## src/hdl/assert_macros.svh

```systemverilog
`ifndef ASSERT_MACROS_SVH
`define ASSERT_MACROS_SVH

// Same-cycle implication, sampled on aclk, off while in reset.
`define CMA_ASSERT_IMP(label, ante, cons) \
    label: assert property (@(posedge aclk) disable iff (!aresetn) (ante) |-> (cons)) \
        else $error("cma assertion failed");

// Next-cycle implication, sampled on aclk, off while in reset.
`define CMA_ASSERT_NXT(label, ante, cons) \
    label: assert property (@(posedge aclk) disable iff (!aresetn) (ante) |=> (cons)) \
        else $error("cma assertion failed");

`endif

```

## src/hdl/cma_pkg.sv

```systemverilog
`default_nettype none

package cma_pkg;

    localparam int HALF_W     = 5;
    localparam int HALF_LIMIT = 31;

    typedef struct packed {
        logic busy;
        logic done;
    } div_stat_t;

endpackage

`default_nettype wire

```

## src/hdl/cma_ram.sv

```systemverilog
`default_nettype none

module cma_ram #(
    parameter int WIDTH = 16,
    parameter int DEPTH = 64,
    localparam int AW = $clog2(DEPTH)
) (
    input  wire logic             aclk,
    input  wire logic             we,
    input  wire logic [AW-1:0]    waddr,
    input  wire logic [WIDTH-1:0] wdata,
    input  wire logic [AW-1:0]    raddr,
    output logic      [WIDTH-1:0] rdata
);

    logic [WIDTH-1:0] mem [DEPTH];

    always_ff @(posedge aclk) begin
        if (we) begin
            mem[waddr] <= wdata;
        end
        rdata <= mem[raddr];
    end

endmodule

`default_nettype wire

```

## src/hdl/cma_div.sv

```systemverilog
`default_nettype none

module cma_div import cma_pkg::*; #(
    parameter int SUM_W = 22,
    parameter int CNT_W = 6,
    parameter int OUT_W = 16
) (
    input  wire logic                    aclk,
    input  wire logic                    aresetn,
    input  wire logic                    start,
    input  wire logic signed [SUM_W-1:0] sum,
    input  wire logic        [CNT_W-1:0] count,
    output div_stat_t                    stat,
    output logic             [OUT_W-1:0] mean
);

    // Rounded quotient (2|sum| + c) / (2c), one restoring step per cycle.
    localparam int NW = SUM_W + 1;
    localparam int DW = CNT_W + 1;
    localparam int RW = CNT_W + 2;
    localparam int IW = $clog2(NW + 1);

    logic [NW-1:0]    num_reg, num_next;
    logic [DW-1:0]    den_reg, den_next;
    logic [DW-1:0]    rem_reg, rem_next;
    logic             neg_reg, neg_next;
    logic [IW-1:0]    iter_reg, iter_next;
    logic             busy_reg, busy_next;
    logic             done_reg, done_next;
    logic [OUT_W-1:0] mean_reg, mean_next;

    logic [SUM_W-1:0] mag;
    logic [NW-1:0]    num_init;
    logic [RW-1:0]    rem_sh;
    logic [RW-1:0]    den_ext;
    logic             ge;
    logic [NW-1:0]    quot;

    assign mag      = sum[SUM_W-1] ? SUM_W'(-sum) : SUM_W'(sum);
    assign num_init = {mag, 1'b0} + NW'(count);
    assign rem_sh   = {rem_reg, num_reg[NW-1]};
    assign den_ext  = {1'b0, den_reg};
    assign ge       = rem_sh >= den_ext;
    assign quot     = {num_reg[NW-2:0], ge};

    always_comb begin
        num_next  = num_reg;
        den_next  = den_reg;
        rem_next  = rem_reg;
        neg_next  = neg_reg;
        iter_next = iter_reg;
        busy_next = busy_reg;
        done_next = 1'b0;
        mean_next = mean_reg;
        if (start) begin
            num_next  = num_init;
            den_next  = {count, 1'b0};
            rem_next  = '0;
            neg_next  = sum[SUM_W-1];
            iter_next = IW'(NW);
            busy_next = 1'b1;
        end else if (busy_reg) begin
            num_next  = quot;
            // the partial remainder always stays below the divisor
            rem_next  = ge ? DW'(rem_sh - den_ext) : DW'(rem_sh);
            iter_next = iter_reg - IW'(1);
            if (iter_reg == IW'(1)) begin
                busy_next = 1'b0;
                done_next = 1'b1;
                mean_next = neg_reg ? (-quot[OUT_W-1:0]) : quot[OUT_W-1:0];
            end
        end
    end

    always_ff @(posedge aclk) begin
        if (!aresetn) begin
            busy_reg <= 1'b0;
            done_reg <= 1'b0;
        end else begin
            busy_reg <= busy_next;
            done_reg <= done_next;
        end
    end

    always_ff @(posedge aclk) begin
        num_reg  <= num_next;
        den_reg  <= den_next;
        rem_reg  <= rem_next;
        neg_reg  <= neg_next;
        iter_reg <= iter_next;
        mean_reg <= mean_next;
    end

    assign stat.busy = busy_reg;
    assign stat.done = done_reg;
    assign mean      = mean_reg;

endmodule

`default_nettype wire

```

## src/hdl/centered_moving_average.sv

```systemverilog
// After the transaction that completes its window, a result is checked (S_CHECK),
// divided (S_DIV) and registered out (S_OUT, held while m_tready is low). Input is taken
// only in S_IDLE. Each result costs one pass through the shared radix-2 divider
// (SAMPLE_WIDTH + log2(depth) + 1 steps) plus, when due, an oldest-sample drop (S_DRD, S_DWT).
// A final sample flushes pending results at the same cost each before the next is taken.
// Reset (aresetn low, synchronous): half_window 0, trace state cleared, no output valid.
`default_nettype none

`include "assert_macros.svh"

module centered_moving_average import cma_pkg::*; #(
    parameter int MAX_HALF_WINDOW = 31,
    parameter int SAMPLE_WIDTH    = 16,
    localparam int TDATA_W = ((SAMPLE_WIDTH + 7) / 8) * 8
) (
    input  wire logic               aclk,
    input  wire logic               aresetn,
    input  wire logic               cfg_wen,
    input  wire logic [HALF_W-1:0]  cfg_wdata,   // half_window
    input  wire logic               s_tvalid,
    output logic                    s_tready,
    input  wire logic [TDATA_W-1:0] s_tdata,     // sample
    input  wire logic               s_tlast,
    output logic                    m_tvalid,
    input  wire logic               m_tready,
    output logic      [TDATA_W-1:0] m_tdata,     // mean
    output logic                    m_tlast
);

    localparam int H_LIM = (MAX_HALF_WINDOW < HALF_LIMIT) ? MAX_HALF_WINDOW : HALF_LIMIT;
    localparam int PTR_W = $clog2(2 * H_LIM + 2);
    localparam int DEPTH = 1 << PTR_W;
    localparam int CMP_W = PTR_W + 1;
    localparam int SUM_W = SAMPLE_WIDTH + PTR_W;

    localparam int ST_W = 3;
    localparam logic [ST_W-1:0] S_IDLE  = 3'd0;
    localparam logic [ST_W-1:0] S_CHECK = 3'd1;
    localparam logic [ST_W-1:0] S_DIV   = 3'd2;
    localparam logic [ST_W-1:0] S_OUT   = 3'd3;
    localparam logic [ST_W-1:0] S_DRD   = 3'd4;
    localparam logic [ST_W-1:0] S_DWT   = 3'd5;

    logic [ST_W-1:0]         state_reg, state_next;
    logic [HALF_W-1:0]       half_reg, half_next;
    logic signed [SUM_W-1:0] sum_reg, sum_next;
    logic [PTR_W-1:0]        wptr_reg, wptr_next;
    logic [PTR_W-1:0]        rcv_reg, rcv_next;
    logic [PTR_W-1:0]        cov_reg, cov_next;
    logic [PTR_W-1:0]        pend_reg, pend_next;
    logic                    main_reg, main_next;
    logic                    fin_reg, fin_next;
    logic                    olast_reg, olast_next;
    logic                    drop_reg, drop_next;
    logic                    mvalid_reg, mvalid_next;
    logic [SAMPLE_WIDTH-1:0] mdata_reg, mdata_next;
    logic                    mlast_reg, mlast_next;

    logic [HALF_W-1:0]       h_eff;
    logic [CMP_W-1:0]        h_c;
    logic [CMP_W-1:0]        hp1;
    logic [CMP_W-1:0]        full_len;
    logic [PTR_W-1:0]        rcv_inc;
    logic                    emit_now;
    logic [PTR_W-1:0]        pend_dec;
    logic                    out_free;
    logic [SAMPLE_WIDTH-1:0] x;
    logic                    ram_we;
    logic [PTR_W-1:0]        ram_raddr;
    logic [SAMPLE_WIDTH-1:0] ram_rdata;
    logic                    div_start;
    div_stat_t               div_stat;
    logic [SAMPLE_WIDTH-1:0] div_mean;

    assign h_eff    = (half_reg > HALF_W'(H_LIM)) ? HALF_W'(H_LIM) : half_reg;
    assign h_c      = CMP_W'(h_eff);
    assign hp1      = h_c + CMP_W'(1);
    assign full_len = (h_c << 1) + CMP_W'(1);
    assign rcv_inc  = (CMP_W'(rcv_reg) < hp1) ? (rcv_reg + PTR_W'(1)) : rcv_reg;
    assign emit_now = CMP_W'(rcv_inc) == hp1;
    assign pend_dec = pend_reg - PTR_W'(1);
    assign out_free = !mvalid_reg || m_tready;
    assign x        = s_tdata[SAMPLE_WIDTH-1:0];
    assign ram_raddr = wptr_reg - cov_reg;

    always_comb begin
        state_next  = state_reg;
        half_next   = half_reg;
        sum_next    = sum_reg;
        wptr_next   = wptr_reg;
        rcv_next    = rcv_reg;
        cov_next    = cov_reg;
        pend_next   = pend_reg;
        main_next   = main_reg;
        fin_next    = fin_reg;
        olast_next  = olast_reg;
        drop_next   = drop_reg;
        mvalid_next = mvalid_reg;
        mdata_next  = mdata_reg;
        mlast_next  = mlast_reg;
        ram_we      = 1'b0;
        div_start   = 1'b0;

        if (mvalid_reg && m_tready) begin
            mvalid_next = 1'b0;
        end

        unique case (state_reg)
            S_IDLE: begin
                if (s_tvalid) begin
                    ram_we     = 1'b1;
                    sum_next   = sum_reg + {{PTR_W{x[SAMPLE_WIDTH-1]}}, x};
                    wptr_next  = wptr_reg + PTR_W'(1);
                    cov_next   = cov_reg + PTR_W'(1);
                    rcv_next   = rcv_inc;
                    main_next  = emit_now;
                    pend_next  = emit_now ? PTR_W'(h_eff) : rcv_inc;
                    fin_next   = s_tlast;
                    state_next = S_CHECK;
                end
            end
            S_CHECK: begin
                if (main_reg) begin
                    div_start  = 1'b1;
                    olast_next = fin_reg && (h_eff == '0);
                    drop_next  = CMP_W'(cov_reg) >= full_len;
                    main_next  = 1'b0;
                    state_next = S_DIV;
                end else if (fin_reg && (pend_reg != '0)) begin
                    div_start  = 1'b1;
                    olast_next = pend_dec == '0;
                    drop_next  = CMP_W'(cov_reg) > (CMP_W'(pend_dec) + h_c);
                    pend_next  = pend_dec;
                    state_next = S_DIV;
                end else begin
                    // end of trace: start the next one from scratch
                    if (fin_reg) begin
                        sum_next  = '0;
                        wptr_next = '0;
                        rcv_next  = '0;
                        cov_next  = '0;
                        fin_next  = 1'b0;
                    end
                    state_next = S_IDLE;
                end
            end
            S_DIV: begin
                if (div_stat.done) begin
                    state_next = S_OUT;
                end
            end
            S_OUT: begin
                if (out_free) begin
                    mvalid_next = 1'b1;
                    mdata_next  = div_mean;
                    mlast_next  = olast_reg;
                    state_next  = drop_reg ? S_DRD : S_CHECK;
                end
            end
            S_DRD: begin
                // oldest sample is read here, data lands next cycle
                state_next = S_DWT;
            end
            S_DWT: begin
                sum_next   = sum_reg - {{PTR_W{ram_rdata[SAMPLE_WIDTH-1]}}, ram_rdata};
                cov_next   = cov_reg - PTR_W'(1);
                state_next = S_CHECK;
            end
            default: begin
                state_next = S_IDLE;
            end
        endcase

        if (cfg_wen) begin
            half_next = cfg_wdata;
            sum_next  = '0;
            wptr_next = '0;
            rcv_next  = '0;
            cov_next  = '0;
            fin_next  = 1'b0;
            main_next = 1'b0;
        end
    end

    always_ff @(posedge aclk) begin
        if (!aresetn) begin
            state_reg  <= S_IDLE;
            half_reg   <= '0;
            sum_reg    <= '0;
            wptr_reg   <= '0;
            rcv_reg    <= '0;
            cov_reg    <= '0;
            pend_reg   <= '0;
            main_reg   <= 1'b0;
            fin_reg    <= 1'b0;
            mvalid_reg <= 1'b0;
        end else begin
            state_reg  <= state_next;
            half_reg   <= half_next;
            sum_reg    <= sum_next;
            wptr_reg   <= wptr_next;
            rcv_reg    <= rcv_next;
            cov_reg    <= cov_next;
            pend_reg   <= pend_next;
            main_reg   <= main_next;
            fin_reg    <= fin_next;
            mvalid_reg <= mvalid_next;
        end
    end

    always_ff @(posedge aclk) begin
        olast_reg <= olast_next;
        drop_reg  <= drop_next;
        mdata_reg <= mdata_next;
        mlast_reg <= mlast_next;
    end

    cma_ram #(
        .WIDTH (SAMPLE_WIDTH),
        .DEPTH (DEPTH)
    ) u_store (
        .aclk  (aclk),
        .we    (ram_we),
        .waddr (wptr_reg),
        .wdata (x),
        .raddr (ram_raddr),
        .rdata (ram_rdata)
    );

    cma_div #(
        .SUM_W (SUM_W),
        .CNT_W (PTR_W),
        .OUT_W (SAMPLE_WIDTH)
    ) u_div (
        .aclk    (aclk),
        .aresetn (aresetn),
        .start   (div_start),
        .sum     (sum_reg),
        .count   (cov_reg),
        .stat    (div_stat),
        .mean    (div_mean)
    );

    assign s_tready = state_reg == S_IDLE;
    assign m_tvalid = mvalid_reg;
    assign m_tdata  = TDATA_W'(mdata_reg);
    assign m_tlast  = mlast_reg;

    `CMA_ASSERT_IMP(a_cov_bound, state_reg == S_IDLE, CMP_W'(cov_reg) <= (h_c << 1))
    `CMA_ASSERT_IMP(a_rcv_sat, 1'b1, CMP_W'(rcv_reg) <= hp1)
    `CMA_ASSERT_IMP(a_div_done, div_stat.done, state_reg == S_DIV)
    `CMA_ASSERT_IMP(a_div_busy, div_stat.busy, state_reg == S_DIV)
    `CMA_ASSERT_NXT(a_busy_after_accept, s_tvalid && s_tready, !s_tready)

endmodule

`default_nettype wire
```

## config.mk

```make
export PLATFORM = sky130hd
export DESIGN_NAME = centered_moving_average
export DESIGN_NICKNAME = d
export VERILOG_FILES = /design/src/hdl/cma_pkg.sv /design/src/hdl/cma_ram.sv /design/src/hdl/cma_div.sv /design/src/hdl/centered_moving_average.sv
export VERILOG_INCLUDE_DIRS = /design/src /design/src/hdl
export SDC_FILE = /design/constraint.sdc
export NUM_CORES = 1
export LEC_CHECK = 0
export ABC_AREA = 1
export BUFFER_PORTS_ARGS = -buffer_cell sky130_fd_sc_hd__buf_2
export CAP_MARGIN = 15
export CORE_ASPECT_RATIO = 1.4
export CORE_UTILIZATION = 51
export CTS_CLUSTER_SIZE = 8
export DETAILED_ROUTE_END_ITERATION = 10
export PLACE_DENSITY_LB_ADDON = 0.05
export RECOVER_POWER = 25
export SLEW_MARGIN = 10
export SYNTH_ARGS = -nofsm -noshare
export SYNTH_HDL_FRONTEND = slang
export SYNTH_SLANG_ARGS = --single-unit
```

## constraint.sdc

```tcl
create_clock -name aclk -period 4.3 [get_ports aclk]
set_clock_uncertainty 0.1 [all_clocks]
set_input_delay 0.645 -clock aclk [delete_from_list [all_inputs] [get_ports aclk]]
set_output_delay 0.645 -clock aclk [all_outputs]
set_load 0.05 [all_outputs]
```

==> run summary <==
==================================================================================
Number of nets in the synthesized netlist                                     4399
Final critical-path share of the clock period                                88.4%
Overall global routing resource usage                                        29.5%
Clk sink count                                                                1176
1st-pass router iterations                                                       5
Post-synth EDFFs                                                              1089
Net total in the final layout                                                 4542
Area growth syn-to-layout                                                    14.2%
Most frequent cells after synthesis                                   sky130_fd_sc_hd__edfxtp_1, sky130_fd_sc_hd__nor2_1, sky130_fd_sc_hd__o21ai_0
CTS HTree Levels                                                                 4
Post-synthesis sequential element count                                       1176
Fmax                                                                       263 MHz
Initial core utilization                                                     51.6%
Port bufs                                                                       45
Cts repair resizes                                                               0
Critical path capture point type                                         flip-flop
Tmin final                                                                 3800 ps
CTS root buf                                                          sky130_fd_sc_hd__clkbuf_16
Pin count of the biggest net entering global routing                           140
Unique cell type count in the Yosys netlist                                     53
Worst path arrival time                                                    4410 ps
Top-Level Pins                                                                  46
Hold Path Class                                                       input port to flip-flop
CP max FO                                                                       29
Cells after synthesis                                                         4294
Clock tree from TritonCTS                                                     done
Category of the critical setup timing path                            input port to flip-flop
Number of clock buffers inserted by TritonCTS                                  165
CP max stage cell                                                     sky130_fd_sc_hd__clkbuf_1
Detail Placement HPWL                                                      87.7 mm
Die boundary width                                                          267 um
1st-iter DRT viols                                                            3392
Remaining number of nets flagged by the antenna check after routing              0
Buffers and inverters on the worst path                                          2
Max reg flops                                                                 1024
Run status                                                            finished with violations
Actual slew at the worst max-slew pin                                      3610 ps
Most area-consuming cells after synthesis                             sky130_fd_sc_hd__edfxtp_1, sky130_fd_sc_hd__o21ai_0, sky130_fd_sc_hd__nor2_1
Height of the chip                                                          373 um
Kind of launch point of the worst setup path                            input port
CP Data Required Time                                                      4910 ps
Unrepaired setup endpoints after global routing                              false
Most common flop cell mapped by yosys                                 sky130_fd_sc_hd__edfxtp_1
Area of the core                                                        97100 um^2
Remaining routing DRC violations                                                 0
Worst path cell trace                                                 clkbuf_1, clkbuf_1, xor2_1, nand2_1, o21ai_0, ha_1, nand2_1, nor4_1, a21oi_1, o21bai_1, or2_2, nand3_1, a21oi_1
MaxCap Viol Count                                                               13
Post-CTS setup buffers                                                           0
Number of vias in the routed layout                                          34.8k
Family with the most delay on the worst path                          buffers and inverters
GP Congestion                                                                0.930
Async set or reset register ratio after synthesis                               0%
Summed instance area of the synthesized netlist                         50200 um^2
Number of max-slew violations in the final report                              657
Number of failing hold endpoints at the final stage                              0
Worst-case clock buffer depth                                                    3
Failing checks                                                        capacitance limit, slew limit
Total placed cells including tap cells                                        5570
Worst skew pair latency                                                     780 ps
Most frequently used cell type in the post-synthesis netlist          sky130_fd_sc_hd__edfxtp_1
Max stage delay on crit path                                               1100 ps
Area taken by multi-input logic gates                                   14200 um^2
Remaining max-slew budget at the tightest pin                                -141%
Portion of the post-synthesis area used by sequential elements               68.7%
Proportion of netlist area held by the largest area contributor              65.2%
Leakage power summed over all cells                                      0.0196 uW
Drt total wl                                                                145 mm
Maximum vdd ir drop                                                     0.000306 V
Via count of the first global-routing pass                                   34.2k
Fraction of layout cells with a size suffix above 1                          9.57%
Sequential Area                                                         34400 um^2
Cell Count, Final, Fillers Out                                                5815
Total congestion overflow after global routing                                   0
Number of antenna violations at the first check in global routing                3
Number of warnings printed during yosys synthesis                                0
Power density relative to cell area                                    506 nW/um^2
Fillers                                                                       7994
Most area-hungry cell type in the Yosys netlist                       sky130_fd_sc_hd__edfxtp_1
Overall die area                                                        99600 um^2
Post-Route Utilization                                                       59.0%
Number of failing setup endpoints in the final timing report                     0
Mean routed wirelength per cell                                            24.9 um
Cell row count                                                                 135
Wire length of the first global-routing pass                                216 mm
Via-per-instance ratio                                                        5.99
Clock transition at path regs                                                50 ps
Mapped Avg Cell Area                                                     11.7 um^2
==================================================================================
[what timing repair did]
action                     4_1_cts  5_1_grt
hold buffers                     1        0
hold endpoints to repair         1        0
setup endpoints to repair        0        0
[worst paths after layout]
path	from	to	cells past startpoint	slack (ps)
max	s_tdata[5]	sum_reg[15]	13	500
min	cfg_wdata[3]	half_reg[3]	3	70
max reg2reg	wptr_reg[0]	u_store.rdata[5]	12	610
min reg2reg	u_div.mean[4]	m_tdata[4]	0	310
[cell usage in the layout (no fill, tap or decap), drive strengths merged, types with 2 or more instances in the layout]
master and instances:
a211oi 6, a21o 5, a21oi 150, a22oi 5
a31oi 36, a32oi 16, buf 188, clkbuf 260
clkinv 10, dfxtp 87, edfxtp 1089, fa 6
ha 72, inv 200, nand2 434, nand3 199
nand3b 7, nand4 18, nor2 712, nor3 20
nor4 6, o211ai 3, o21ai 629, o21bai 5
o221ai 195, o22ai 71, o31ai 2, o32ai 2
or2 3, xnor2 15, xor2 54
[worst reg2reg max path: cells and delay by family, from the launching register on]
| kind | cells | cell delay [ps] |
|---|---|---|
| AND/OR/NAND/NOR | 1 | 180 |
| buffers and inverters | 4 | 890 |
| adder cells (fa/ha/maj) | 2 | 910 |
| AO/OA/AOI/OAI | 5 | 1170 |
| flip-flops | 1 | 370 |
[stage by stage]
stage               worst slack (ps)  total power (uW)  setup TNS, ps  cell area (um^2)  hold WS (ps)
global placement                -156             17300           -647             52700           301
detailed placement              -188             17300           -950             52700           305
finish                           500             29000              0             57300          65.5
floorplan                        842             15600              0             50200           300
global route                     225             30000              0             57300          50.8
CTS                              609             29200              0             57400          18.2
[power by group]
part / internal, uW / switching, uW / leakage, uW
logic: 1220 / 3020 / 0.00680
clock network: 7120 / 4760 / 0.00225
registers: 12700 / 149 / 0.0105
[logic make-up (layout without fill, tap and decap cells)]
| kind of cell | after synthesis | in the layout | share of synthesized area, % |
|---|---|---|---|
| buffers and inverters | 441 | 660 | 3.37 |
| adders and majority gates | 78 | 78 | 2.04 |
| other | 0 | 1 | 0 |
| xor gates and xnor gates | 69 | 69 | 1.20 |
| AOI/OAI and AO/OA | 1130 | 1130 | 13.4 |
| and+or+nand+nor | 1400 | 1400 | 11.4 |
| DFF | 1176 | 1176 | 68.7 |
[routing by layer]
| layer | track usage (%) | share of wire [%] |
|---|---|---|
| met1 | 38.0 | 40 |
| met2 | 49.7 | 50 |
| met3 | 4.49 | 6.6 |
| met4 | 11.8 | 3.7 |
| met5 | 0 | 0.017 |
[final cells by class]
type / instances / share of cell area (%)
clock buffer: 228 / 7.69
multi-input combinational: 2677 / 24.7
clock inverter: 15 / 0.439
inverter: 196 / 1.32
antenna: 1 / 0.00437
sequential: 1176 / 60.1
timing repair buffer: 221 / 2.90
tap: 1301 / 2.84
Power figures use the tool's default switching activity.
